## src/thve_pkg.sv

```systemverilog
// shared types and constants for the tensor header varint encoder
package thve_pkg;

    localparam int DIM_W  = 31;
    localparam int BPE_W  = 4;
    localparam int LEN_W  = 32;
    localparam int BYTE_W = 8;

    localparam logic [BPE_W-1:0]  BPE_RESET = 4'd4;
    localparam logic [BYTE_W-1:0] DIM_TAG   = 8'h08;
    localparam logic [BYTE_W-1:0] FIX_BYTE0 = 8'h10;
    localparam logic [BYTE_W-1:0] FIX_BYTE1 = 8'h01;
    localparam logic [BYTE_W-1:0] FIX_BYTE2 = 8'h4a;

    // multiply steps of the payload length unit
    typedef enum logic [1:0] {
        MUL_CW   = 2'd0,
        MUL_H    = 2'd1,
        MUL_BPE  = 2'd2,
        MUL_DONE = 2'd3
    } mul_step_t;

    typedef enum logic [2:0] {
        ST_IDLE,
        ST_TAG,
        ST_VAR,
        ST_FIX0,
        ST_FIX1,
        ST_FIX2,
        ST_PAY
    } state_t;

endpackage

```

## src/thve_len.sv

```systemverilog
// payload length unit: one shared 32-bit multiplier stepped three times
module thve_len
(
    input  logic                            clk,
    input  logic                            rst_n,
    input  logic                            start,
    input  logic [thve_pkg::DIM_W-1:0]      channel_dim,
    input  logic [thve_pkg::DIM_W-1:0]      width_dim,
    input  logic [thve_pkg::DIM_W-1:0]      height_dim,
    input  logic [thve_pkg::BPE_W-1:0]      bpe,
    output logic [thve_pkg::LEN_W-1:0]      len,
    output logic                            done
);

    thve_pkg::mul_step_t            step_reg;
    thve_pkg::mul_step_t            step_next;
    logic [thve_pkg::LEN_W-1:0]     prod_reg;
    logic [thve_pkg::LEN_W-1:0]     prod_next;
    logic [thve_pkg::LEN_W-1:0]     op_a;
    logic [thve_pkg::LEN_W-1:0]     op_b;
    logic [thve_pkg::LEN_W-1:0]     full;

    always_comb
    begin
        op_a = prod_reg;
        op_b = {{(thve_pkg::LEN_W-thve_pkg::BPE_W){1'b0}}, bpe};
        unique case (step_reg)
            thve_pkg::MUL_CW:
            begin
                op_a = {1'b0, channel_dim};
                op_b = {1'b0, width_dim};
            end
            thve_pkg::MUL_H:
            begin
                op_b = {1'b0, height_dim};
            end
            thve_pkg::MUL_BPE:
            begin
                op_b = {{(thve_pkg::LEN_W-thve_pkg::BPE_W){1'b0}}, bpe};
            end
            thve_pkg::MUL_DONE:
            begin
                op_b = {{(thve_pkg::LEN_W-thve_pkg::BPE_W){1'b0}}, bpe};
            end
            default:
            begin
                op_b = {{(thve_pkg::LEN_W-thve_pkg::BPE_W){1'b0}}, bpe};
            end
        endcase
        full = op_a * op_b;
    end

    always_comb
    begin
        step_next = step_reg;
        prod_next = prod_reg;
        if (start)
        begin
            step_next = thve_pkg::MUL_CW;
        end
        else if (step_reg != thve_pkg::MUL_DONE)
        begin
            // product wraps to 32 bits
            prod_next = full[thve_pkg::LEN_W-1:0];
            step_next = thve_pkg::mul_step_t'(step_reg + 2'd1);
        end
    end

    always_ff @(posedge clk or negedge rst_n)
    begin
        if (!rst_n)
        begin
            step_reg <= thve_pkg::MUL_DONE;
        end
        else
        begin
            step_reg <= step_next;
        end
    end

    always_ff @(posedge clk)
    begin
        prod_reg <= prod_next;
    end

    assign len  = prod_reg;
    assign done = (step_reg == thve_pkg::MUL_DONE);

endmodule

```

## src/tensor_header_varint_encoder_unit.sv

```systemverilog
// Tensor header varint encoder: one request carries a tensor shape and gives
// a header of 12 to 32 bytes, one byte per cycle while out_stall is low; in_stall
// stays high until the last byte has been loaded into the output register. The
// byte sequencer shifts each value out seven bits per byte. The payload length
// channel*width*height*bytes_per_element is formed by a single 32-bit
// multiplier used three times in the first cycles after acceptance, well
// before the length bytes are due. bytes_per_element is written through
// cfg_wr_en/cfg_wr_data and resets to 4; the user must write it only while the
// block is idle, which the block itself does not enforce.
module tensor_header_varint_encoder_unit
(
    input  logic                            clk,
    input  logic                            rst_n,
    input  logic                            cfg_wr_en,
    input  logic [thve_pkg::BPE_W-1:0]      cfg_wr_data,
    input  logic                            in_valid,
    output logic                            in_stall,
    input  logic [thve_pkg::DIM_W-1:0]      batch_dim,
    input  logic [thve_pkg::DIM_W-1:0]      channel_dim,
    input  logic [thve_pkg::DIM_W-1:0]      width_dim,
    input  logic [thve_pkg::DIM_W-1:0]      height_dim,
    output logic                            out_valid,
    input  logic                            out_stall,
    output logic [thve_pkg::BYTE_W-1:0]     out_byte,
    output logic                            last_byte
);

    thve_pkg::state_t                       state_reg;
    thve_pkg::state_t                       state_next;
    logic [thve_pkg::BPE_W-1:0]             bpe_reg;
    logic [thve_pkg::DIM_W-1:0]             dims_reg [4];
    logic [1:0]                             sel_reg;
    logic [1:0]                             sel_next;
    logic [thve_pkg::LEN_W-1:0]             val_reg;
    logic [thve_pkg::LEN_W-1:0]             val_next;
    logic                                   out_valid_reg;
    logic                                   out_valid_next;
    logic [thve_pkg::BYTE_W-1:0]            out_byte_reg;
    logic [thve_pkg::BYTE_W-1:0]            out_byte_next;
    logic                                   last_reg;
    logic                                   last_next;
    logic                                   accept;
    logic                                   advance;
    logic                                   more;
    logic [thve_pkg::LEN_W-1:0]             len;
    logic                                   len_done;

    assign in_stall = (state_reg != thve_pkg::ST_IDLE);
    assign accept   = in_valid && !in_stall;
    // output slot is free or being taken this cycle
    assign advance  = !out_valid_reg || !out_stall;
    assign more     = (val_reg[thve_pkg::LEN_W-1:7] != '0);

    thve_len u_len
    (
        .clk         (clk),
        .rst_n       (rst_n),
        .start       (accept),
        .channel_dim (dims_reg[1]),
        .width_dim   (dims_reg[2]),
        .height_dim  (dims_reg[3]),
        .bpe         (bpe_reg),
        .len         (len),
        .done        (len_done)
    );

    always_comb
    begin
        state_next     = state_reg;
        sel_next       = sel_reg;
        val_next       = val_reg;
        out_valid_next = out_valid_reg;
        out_byte_next  = out_byte_reg;
        last_next      = last_reg;
        if (advance)
        begin
            out_valid_next = 1'b0;
            last_next      = 1'b0;
            unique case (state_reg)
                thve_pkg::ST_IDLE:
                begin
                    if (accept)
                    begin
                        sel_next   = 2'd0;
                        state_next = thve_pkg::ST_TAG;
                    end
                end
                thve_pkg::ST_TAG:
                begin
                    out_valid_next = 1'b1;
                    out_byte_next  = thve_pkg::DIM_TAG;
                    val_next       = {1'b0, dims_reg[sel_reg]};
                    state_next     = thve_pkg::ST_VAR;
                end
                thve_pkg::ST_VAR:
                begin
                    out_valid_next = 1'b1;
                    out_byte_next  = {more, val_reg[6:0]};
                    val_next       = val_reg >> 7;
                    if (!more)
                    begin
                        if (sel_reg == 2'd3)
                        begin
                            state_next = thve_pkg::ST_FIX0;
                        end
                        else
                        begin
                            sel_next   = sel_reg + 2'd1;
                            state_next = thve_pkg::ST_TAG;
                        end
                    end
                end
                thve_pkg::ST_FIX0:
                begin
                    out_valid_next = 1'b1;
                    out_byte_next  = thve_pkg::FIX_BYTE0;
                    state_next     = thve_pkg::ST_FIX1;
                end
                thve_pkg::ST_FIX1:
                begin
                    out_valid_next = 1'b1;
                    out_byte_next  = thve_pkg::FIX_BYTE1;
                    state_next     = thve_pkg::ST_FIX2;
                end
                thve_pkg::ST_FIX2:
                begin
                    out_valid_next = 1'b1;
                    out_byte_next  = thve_pkg::FIX_BYTE2;
                    val_next       = len;
                    state_next     = thve_pkg::ST_PAY;
                end
                thve_pkg::ST_PAY:
                begin
                    out_valid_next = 1'b1;
                    out_byte_next  = {more, val_reg[6:0]};
                    val_next       = val_reg >> 7;
                    if (!more)
                    begin
                        last_next  = 1'b1;
                        state_next = thve_pkg::ST_IDLE;
                    end
                end
                default:
                begin
                    state_next = thve_pkg::ST_IDLE;
                end
            endcase
        end
        else if (accept)
        begin
            sel_next   = 2'd0;
            state_next = thve_pkg::ST_TAG;
        end
    end

    always_ff @(posedge clk or negedge rst_n)
    begin
        if (!rst_n)
        begin
            state_reg     <= thve_pkg::ST_IDLE;
            out_valid_reg <= 1'b0;
            bpe_reg       <= thve_pkg::BPE_RESET;
        end
        else
        begin
            state_reg     <= state_next;
            out_valid_reg <= out_valid_next;
            if (cfg_wr_en)
            begin
                bpe_reg <= cfg_wr_data;
            end
        end
    end

    always_ff @(posedge clk)
    begin
        sel_reg      <= sel_next;
        val_reg      <= val_next;
        out_byte_reg <= out_byte_next;
        last_reg     <= last_next;
        if (accept)
        begin
            dims_reg[0] <= batch_dim;
            dims_reg[1] <= channel_dim;
            dims_reg[2] <= width_dim;
            dims_reg[3] <= height_dim;
        end
    end

    assign out_valid = out_valid_reg;
    assign out_byte  = out_byte_reg;
    assign last_byte = last_reg;

    // length must be ready before its bytes are shifted out
    a_len_ready : assert property (@(posedge clk) disable iff (!rst_n)
        (state_reg == thve_pkg::ST_PAY) |-> len_done)
        else $error("payload length not ready");

    // fixed bytes follow only after the height dimension
    a_fix_after_height : assert property (@(posedge clk) disable iff (!rst_n)
        (state_reg == thve_pkg::ST_FIX0) |-> (sel_reg == 2'd3))
        else $error("fixed bytes before last dimension");

    // a held last byte leaves the sequencer idle or waiting on its first tag
    a_last_idle : assert property (@(posedge clk) disable iff (!rst_n)
        (out_valid && last_byte) |->
            (state_reg == thve_pkg::ST_IDLE || state_reg == thve_pkg::ST_TAG))
        else $error("sequencer busy while last byte pending");

endmodule

```

## config.mk

```make
export PLATFORM = sky130hd
export DESIGN_NAME = tensor_header_varint_encoder_unit
export DESIGN_NICKNAME = d
export VERILOG_FILES = /design/src/thve_pkg.sv /design/src/thve_len.sv /design/src/tensor_header_varint_encoder_unit.sv
export SDC_FILE = /design/constraint.sdc
export NUM_CORES = 1
export LEC_CHECK = 0
export ABC_AREA = 0
export BUFFER_PORTS_ARGS = -buffer_cell sky130_fd_sc_hd__buf_2
export CORE_MARGIN = 5
export CORE_UTILIZATION = 35
export CTS_CLUSTER_DIAMETER = 120
export DETAILED_ROUTE_END_ITERATION = 10
export PLACE_DENSITY = 0.49
export SLEW_MARGIN = 25
export SYNTH_ARGS = -nofsm -noshare
export SYNTH_HDL_FRONTEND = slang
export SYNTH_SLANG_ARGS = --single-unit
```

## constraint.sdc

```tcl
create_clock -name clk -period 13.75 [get_ports clk]
set_input_delay 2.75 -clock clk [delete_from_list [all_inputs] [get_ports clk]]
set_output_delay 2.75 -clock clk [all_outputs]
set_load 0.03 [all_outputs]
```

==> After elaboration in Yosys (flattened, before gate mapping) <==
Memory sizes are Yosys's and may differ from the RTL's. A register that Yosys moved wholly into a read port is not among the register bits.
Cells that the tools add are included.
{ "op_classes": {"n_eq_ne": 15, "addsub": 2, "n_mux": 22, "n_reduce_logical": 20, "bitwise_logic": 1, "multipliers": 1} }
{ "ops": {"columns": ["op", "count"], "rows": [
  ["one-hot mux 32 bit (3 select lines)", 2],
  ["one-hot mux 8 bit (5 select lines)", 1],
  ["multiplier 32 x 32 -> 32 bit", 1],
  ["2-to-1 mux 32 bit", 1],
  ["nonzero test 25 bit", 1],
  ["one-hot mux 3 bit (7 select lines)", 1],
  ["2-to-1 mux 2 bit", 8],
  ["2-to-1 mux 3 bit", 4],
  ["== test 3 bit, second input constant", 3],
  ["inequality test 3 bit, second input constant", 3],
  ["AND reduction 2 bit", 4],
  ["== test 2 bit, second input constant", 3],
  ["== test 3 x 2 -> 1 bit, second input constant", 2],
  ["nonzero test 3 bit", 2],
  ["OR reduction 6 bit", 1],
  ["nonzero test 5 bit", 1],
  ["adder 2 x 1 -> 2 bit, second input constant", 2],
  ["2-to-1 mux 1 bit", 4],
  ["one-hot mux 2 bit (2 select lines)", 1],
  ["OR reduction 2 bit", 2],
  ["== test 3 x 1 -> 1 bit, second input constant", 1],
  ["logical NOT 1 bit", 3],
  ["logical NOT 3 bit", 1],
  ["inequality test 3 x 1 -> 1 bit, second input constant", 1],
  ["other kinds (8)", 8]
]} }
{ "totals": {"n_memories": 1, "register_bits": 85, "ram_bits": 124, "out_inout_bits": 11, "word_cells": 71} }
{ "memory_table": {"columns": ["name", "words", "word_bits", "read_ports", "rd_ports_with_merged_regs", "wr", "line", "rtl"], "rows": [
  ["dims_reg", 4, 31, 4, 1, 4, "tensor_header_varint_encoder_unit.sv:31", "logic [thve_pkg::DIM_W-1:0] dims_reg [4];"]
]} }

==> Longest topological paths before layout <==
{ "logic_depth": {"depth_word": 7, "mapped_depth": 34, "mapped_depth_nobuf": 29} }

==> Hierarchy <==
A second synthesis with hierarchy kept.
{ "hier_totals": {"hier_cells": 2384, "hier_area_um2": 24457.2} }
{ "modules_own_cells": {"columns": ["module", "n_inst", "seq_area_each_um2", "cells_each", "area_per_inst_um2"], "rows": [
  ["thve_len", 1, 1013.5, 1999, 17475.5],
  ["tensor_header_varint_encoder_unit", 1, 5256.3, 385, 6981.7]
]} }

==> Worst setup path before layout <==
No wires, ideal clock.
{ "synth_path": {"path_type": "input to register", "from": "in in_valid", "to": "reg u_len.prod_reg, in the netlist u_len.len[0] (enable)", "required_ns": 12.840, "slack_ns": 2.049, "path_buffers": 0, "arrival_ns": 10.791, "stages": 3, "path_cell_list": "inv_1 -> nor2_1 -> nor2_1"} }
{ "synth_between": {"elab_chain_cells": 3} }
{ "synth_rtl": {"columns": ["item", "line", "rtl"], "rows": [
  ["start: declaration", "tensor_header_varint_encoder_unit.sv:16", "input logic in_valid,"],
  ["logical AND 1 bit", "tensor_header_varint_encoder_unit.sv:49", "assign accept = in_valid && !in_stall;"],
  ["via accept", "tensor_header_varint_encoder_unit.sv:42", "logic accept;"],
  ["NOT 1 bit (no line)", null, null],
  ["AND reduction 2 bit (no line)", null, null],
  ["end signal: assignment", "thve_len.sv:83", "prod_reg <= prod_next;"],
  ["end: declaration", "thve_len.sv:17", "logic [thve_pkg::LEN_W-1:0] prod_reg;"]
]} }
The timed path passes the listed nets, and every way through them passes these cells.
A chain may end at the register's enable or synchronous reset.

==> Final worst setup path <==
{ "layout_path": {"from": "reg u_len.step_reg[0]", "to": "reg u_len.prod_reg, in the netlist u_len.len[31] (data pin)"} }
{ "layout_between": {"elab_chain_cells": 4, "elab_cells_between_ends": 8, "classes_between": "1 x mul; 3 x eq/ne; 2 x mux; 2 x reduce/logical"} }
{ "layout_rtl": {"columns": ["item", "line", "rtl"], "rows": [
  ["start: declaration", "thve_len.sv:15", "thve_pkg::mul_step_t step_reg;"],
  ["start signal: assignment", "thve_len.sv:73", "step_reg <= thve_pkg::MUL_DONE;"],
  ["start signal: assignment", "thve_len.sv:77", "step_reg <= step_next;"],
  ["== test 2 bit (on tied branches)", null, null],
  ["OR reduction 2 bit (no line)", null, null],
  ["one-hot mux 32 bit (3 select lines)", "thve_len.sv:27", "unique case (step_reg)"],
  ["multiplier 32 x 32 -> 32 bit *", "thve_len.sv:50", "full = op_a * op_b;"],
  ["via u_len.full, one bit", "thve_len.sv:21", "logic [thve_pkg::LEN_W-1:0] full;"]
]} }
Mark *: on every way through the listed nets, which the timed path passes. The rest lies on a longest branch. The select of a mux whose other input is x is not followed.

==> reports/qor.yml <==
status: "finished clean"
cts_tree: "done"
rsz0062_at_grt: "false"
port_buffers: 143
worstMarginPinSlew_ns: 1.117
drtIter0Drc: 1581
hpwl_um: 65640
htreeDepth: 1
die_x_um: 272.7
drc: 0
synth_area_um2: 24150
avgSynthCellArea_um2: 10.51
syn_to_final_growth_pct: 11.58
first_global_vias: 18810
grt_max_degree: 74
grt_usage: 0.2268
place_area_um2: 26120
period_share: 0.6786
crit_fanout: 27
root_buffer: "clkbuf_16"
dieArea_um2: 74350
dp_cells: 3282
hold_path_depth: 1
fin_area_um2: 26940
fin_cells: 3329
postCtsSetupBuffers: 0
start_util: 0.3527
synth_top_area_share: 0.3382
setup_tns_ns: 0
cts_resized: 0
synth_edf_count: 199
clockBufferDepth: 3
drive_gt1_frac: 0.1402
routabilityCongestion: 0.9214
setup.worst_path.end_class: "flop"
clkSinkCount: 211
clk_latency_ns: 0.56
min_path_type: "reg -> reg"
synth.area.top_cells: "fa_1 (34%), edfxtp_1 (25%), ha_1 (6.7%)"
wl_um: 83200
maxCapViolations: 0
rows: 96
layout.nets: 3098
setup_viol: 0
synthCells: 2298
syn_nets: 2968
skew_ns: 0.01186
grt_overflow_total: 0
grt_pass1_wl_um: 125000
required_ns: 14.06
async_reset_ff_frac: 0.04739
synth_cell_types: 60
yosysSeqAreaShare: 0.2596
cts_hold_buffers: 0
reg2reg_depth: 25
first_pass_iters: 5
crit_path_start_kind: "flop"
finalHoldViolCount: 0
die_h_um: 272.7
via_per_inst: 5.232
pin_count: 144
synth_top_cell_by_area: "fa_1"
ant_nets: 0
synthFlopType: "edfxtp_1"
wl_per_cell_um: 24.99
core_area_um2: 68470
cts_made_buffers: 25
max_freq_mhz: 107.2
timing.final.max_slew_violations: 0
critical_path_class: "reg -> reg"
slew_headroom: 0.2552
largest_register_ffs: 124
vias: 17420
ys_ff_latch: 211
antenna_found_initial: 3
yosysWarnings: 0
path_clk_slew_ns: 0.06
period_needed_ns: 9.330
arrival_ns: 9.64
## layout by cell type, fill, tap and decap left out, types with 15 or more instances in the layout
cell | netlist | layout
fa_1 | 408 | 408
inv_1 | 396 | 396
nor2_1 | 348 | 344
nand2_1 | 282 | 282
edfxtp_1 | 199 | 199
buf_2 | 6 | 145
ha_1 | 129 | 127
xnor2_1 | 74 | 74
buf_4 | 3 | 47
a22oi_1 | 36 | 36
mux2_2 | 31 | 31
mux4_2 | 31 | 31
o21ai_0 | 28 | 27
a21oi_1 | 29 | 27
clkbuf_16 | 0 | 25
mux2i_1 | 28 | 19
a22o_1 | 18 | 18
nand2b_1 | 17 | 17
a21o_1 | 15 | 15
## routing by layer
layer,global-route usage,vias to the layer above,share of wire
li1,-,7514,-
met1,0.3113,9032,0.42
met2,0.3656,725,0.46
met3,0.04820,146,0.080
met4,0.06498,0,0.036
met5,0,-,0
## critical path, cell delays in order, from the launching register on
cell and delay [ns]:
dfstp_2 0.57, ha_1 0.62, nor2b_4 0.83, a22o_1 0.60
nand2_1 0.14, fa_1 0.49, inv_1 0.05, fa_1 0.56
inv_1 0.07, fa_1 0.54, inv_1 0.08, fa_1 0.51
inv_1 0.06, fa_1 0.56, inv_1 0.06, fa_1 0.47
fa_1 0.51, fa_1 0.41, ha_1 0.42, a21o_1 0.22
a21oi_1 0.20, nand2_1 0.07, o311ai_0 0.35, nand3_1 0.19
o41ai_1 0.35, xnor2_1 0.10
## path summary, 6_finish.rpt
check / startpoint / to / slack [ns]
worst max-delay path: u_len.step_reg[0] / u_len.len[31] / 4.42
worst min-delay path: val_reg[2] / out_byte[2] / 0.53
worst max register to register: u_len.step_reg[0] / u_len.len[31] / 4.42
worst min register to register: val_reg[2] / out_byte[2] / 0.53
max in group asynchronous: rst_n / u_len.step_reg[0] / 11.40
min in group asynchronous: rst_n / out_valid / 2.07
## through the flow
stage                     hold WS [ns]  setup slack [ns]    util
after global placement          0.5209             4.305  0.3808
after floorplan                 0.4951             2.049       -
after global routing            0.5478             3.830  0.3935
after CTS                       0.5354             4.321  0.3933
final                           0.5300             4.420  0.3935
after detailed placement        0.5276             4.367  0.3816
## final cells by class
class                   count  area [µm²]
inverters                 396        1486
flip-flops and latches    211        6272
multi-input cells        1600       16160
clock buffers              26       629.4
repair buffers            194        1117
clock inverters            19       177.7
well taps                 882        1104
fillers                  6776       41520
diodes                      1       2.502
## cell families after synthesis
family                   count (synthesis)  synth area share
AO/OA/AOI/OAI                          172           0.05047
buffers and inverters                  487           0.07772
multiplexers                            94           0.05715
XOR/XNOR                                83           0.03067
flip-flops                             211            0.2596
AND/OR/NAND/NOR                        714            0.1193
adder cells (fa/ha/maj)                537            0.4051
## cells in the mapped netlist, types with 4 or more instances
master and number:
buf_1 7, ha_1 129, nand2b_1 17, xnor2_1 74, a22oi_2 5, nor2_2 4
xor2_1 8, nor2_1 348, nand3_1 7, mux2_2 31, a21oi_1 29, nor2b_1 6
nor4_1 7, o21a_1 13, inv_1 396, nand2_1 282, o21ai_0 28, a22oi_1 36
mux4_2 31, clkbuf_1 71, or3_1 5, fa_1 408, nor3_1 13, a22o_1 18
and2_1 8, dfrtp_1 7, a21o_1 15, or2_2 8, buf_6 4, edfxtp_1 199
buf_2 6, o21bai_1 4, mux2i_1 28
Power is left out: the tool's default activity adds up to more than one toggle a clock period on the data nets, which glitch-free logic cannot reach.
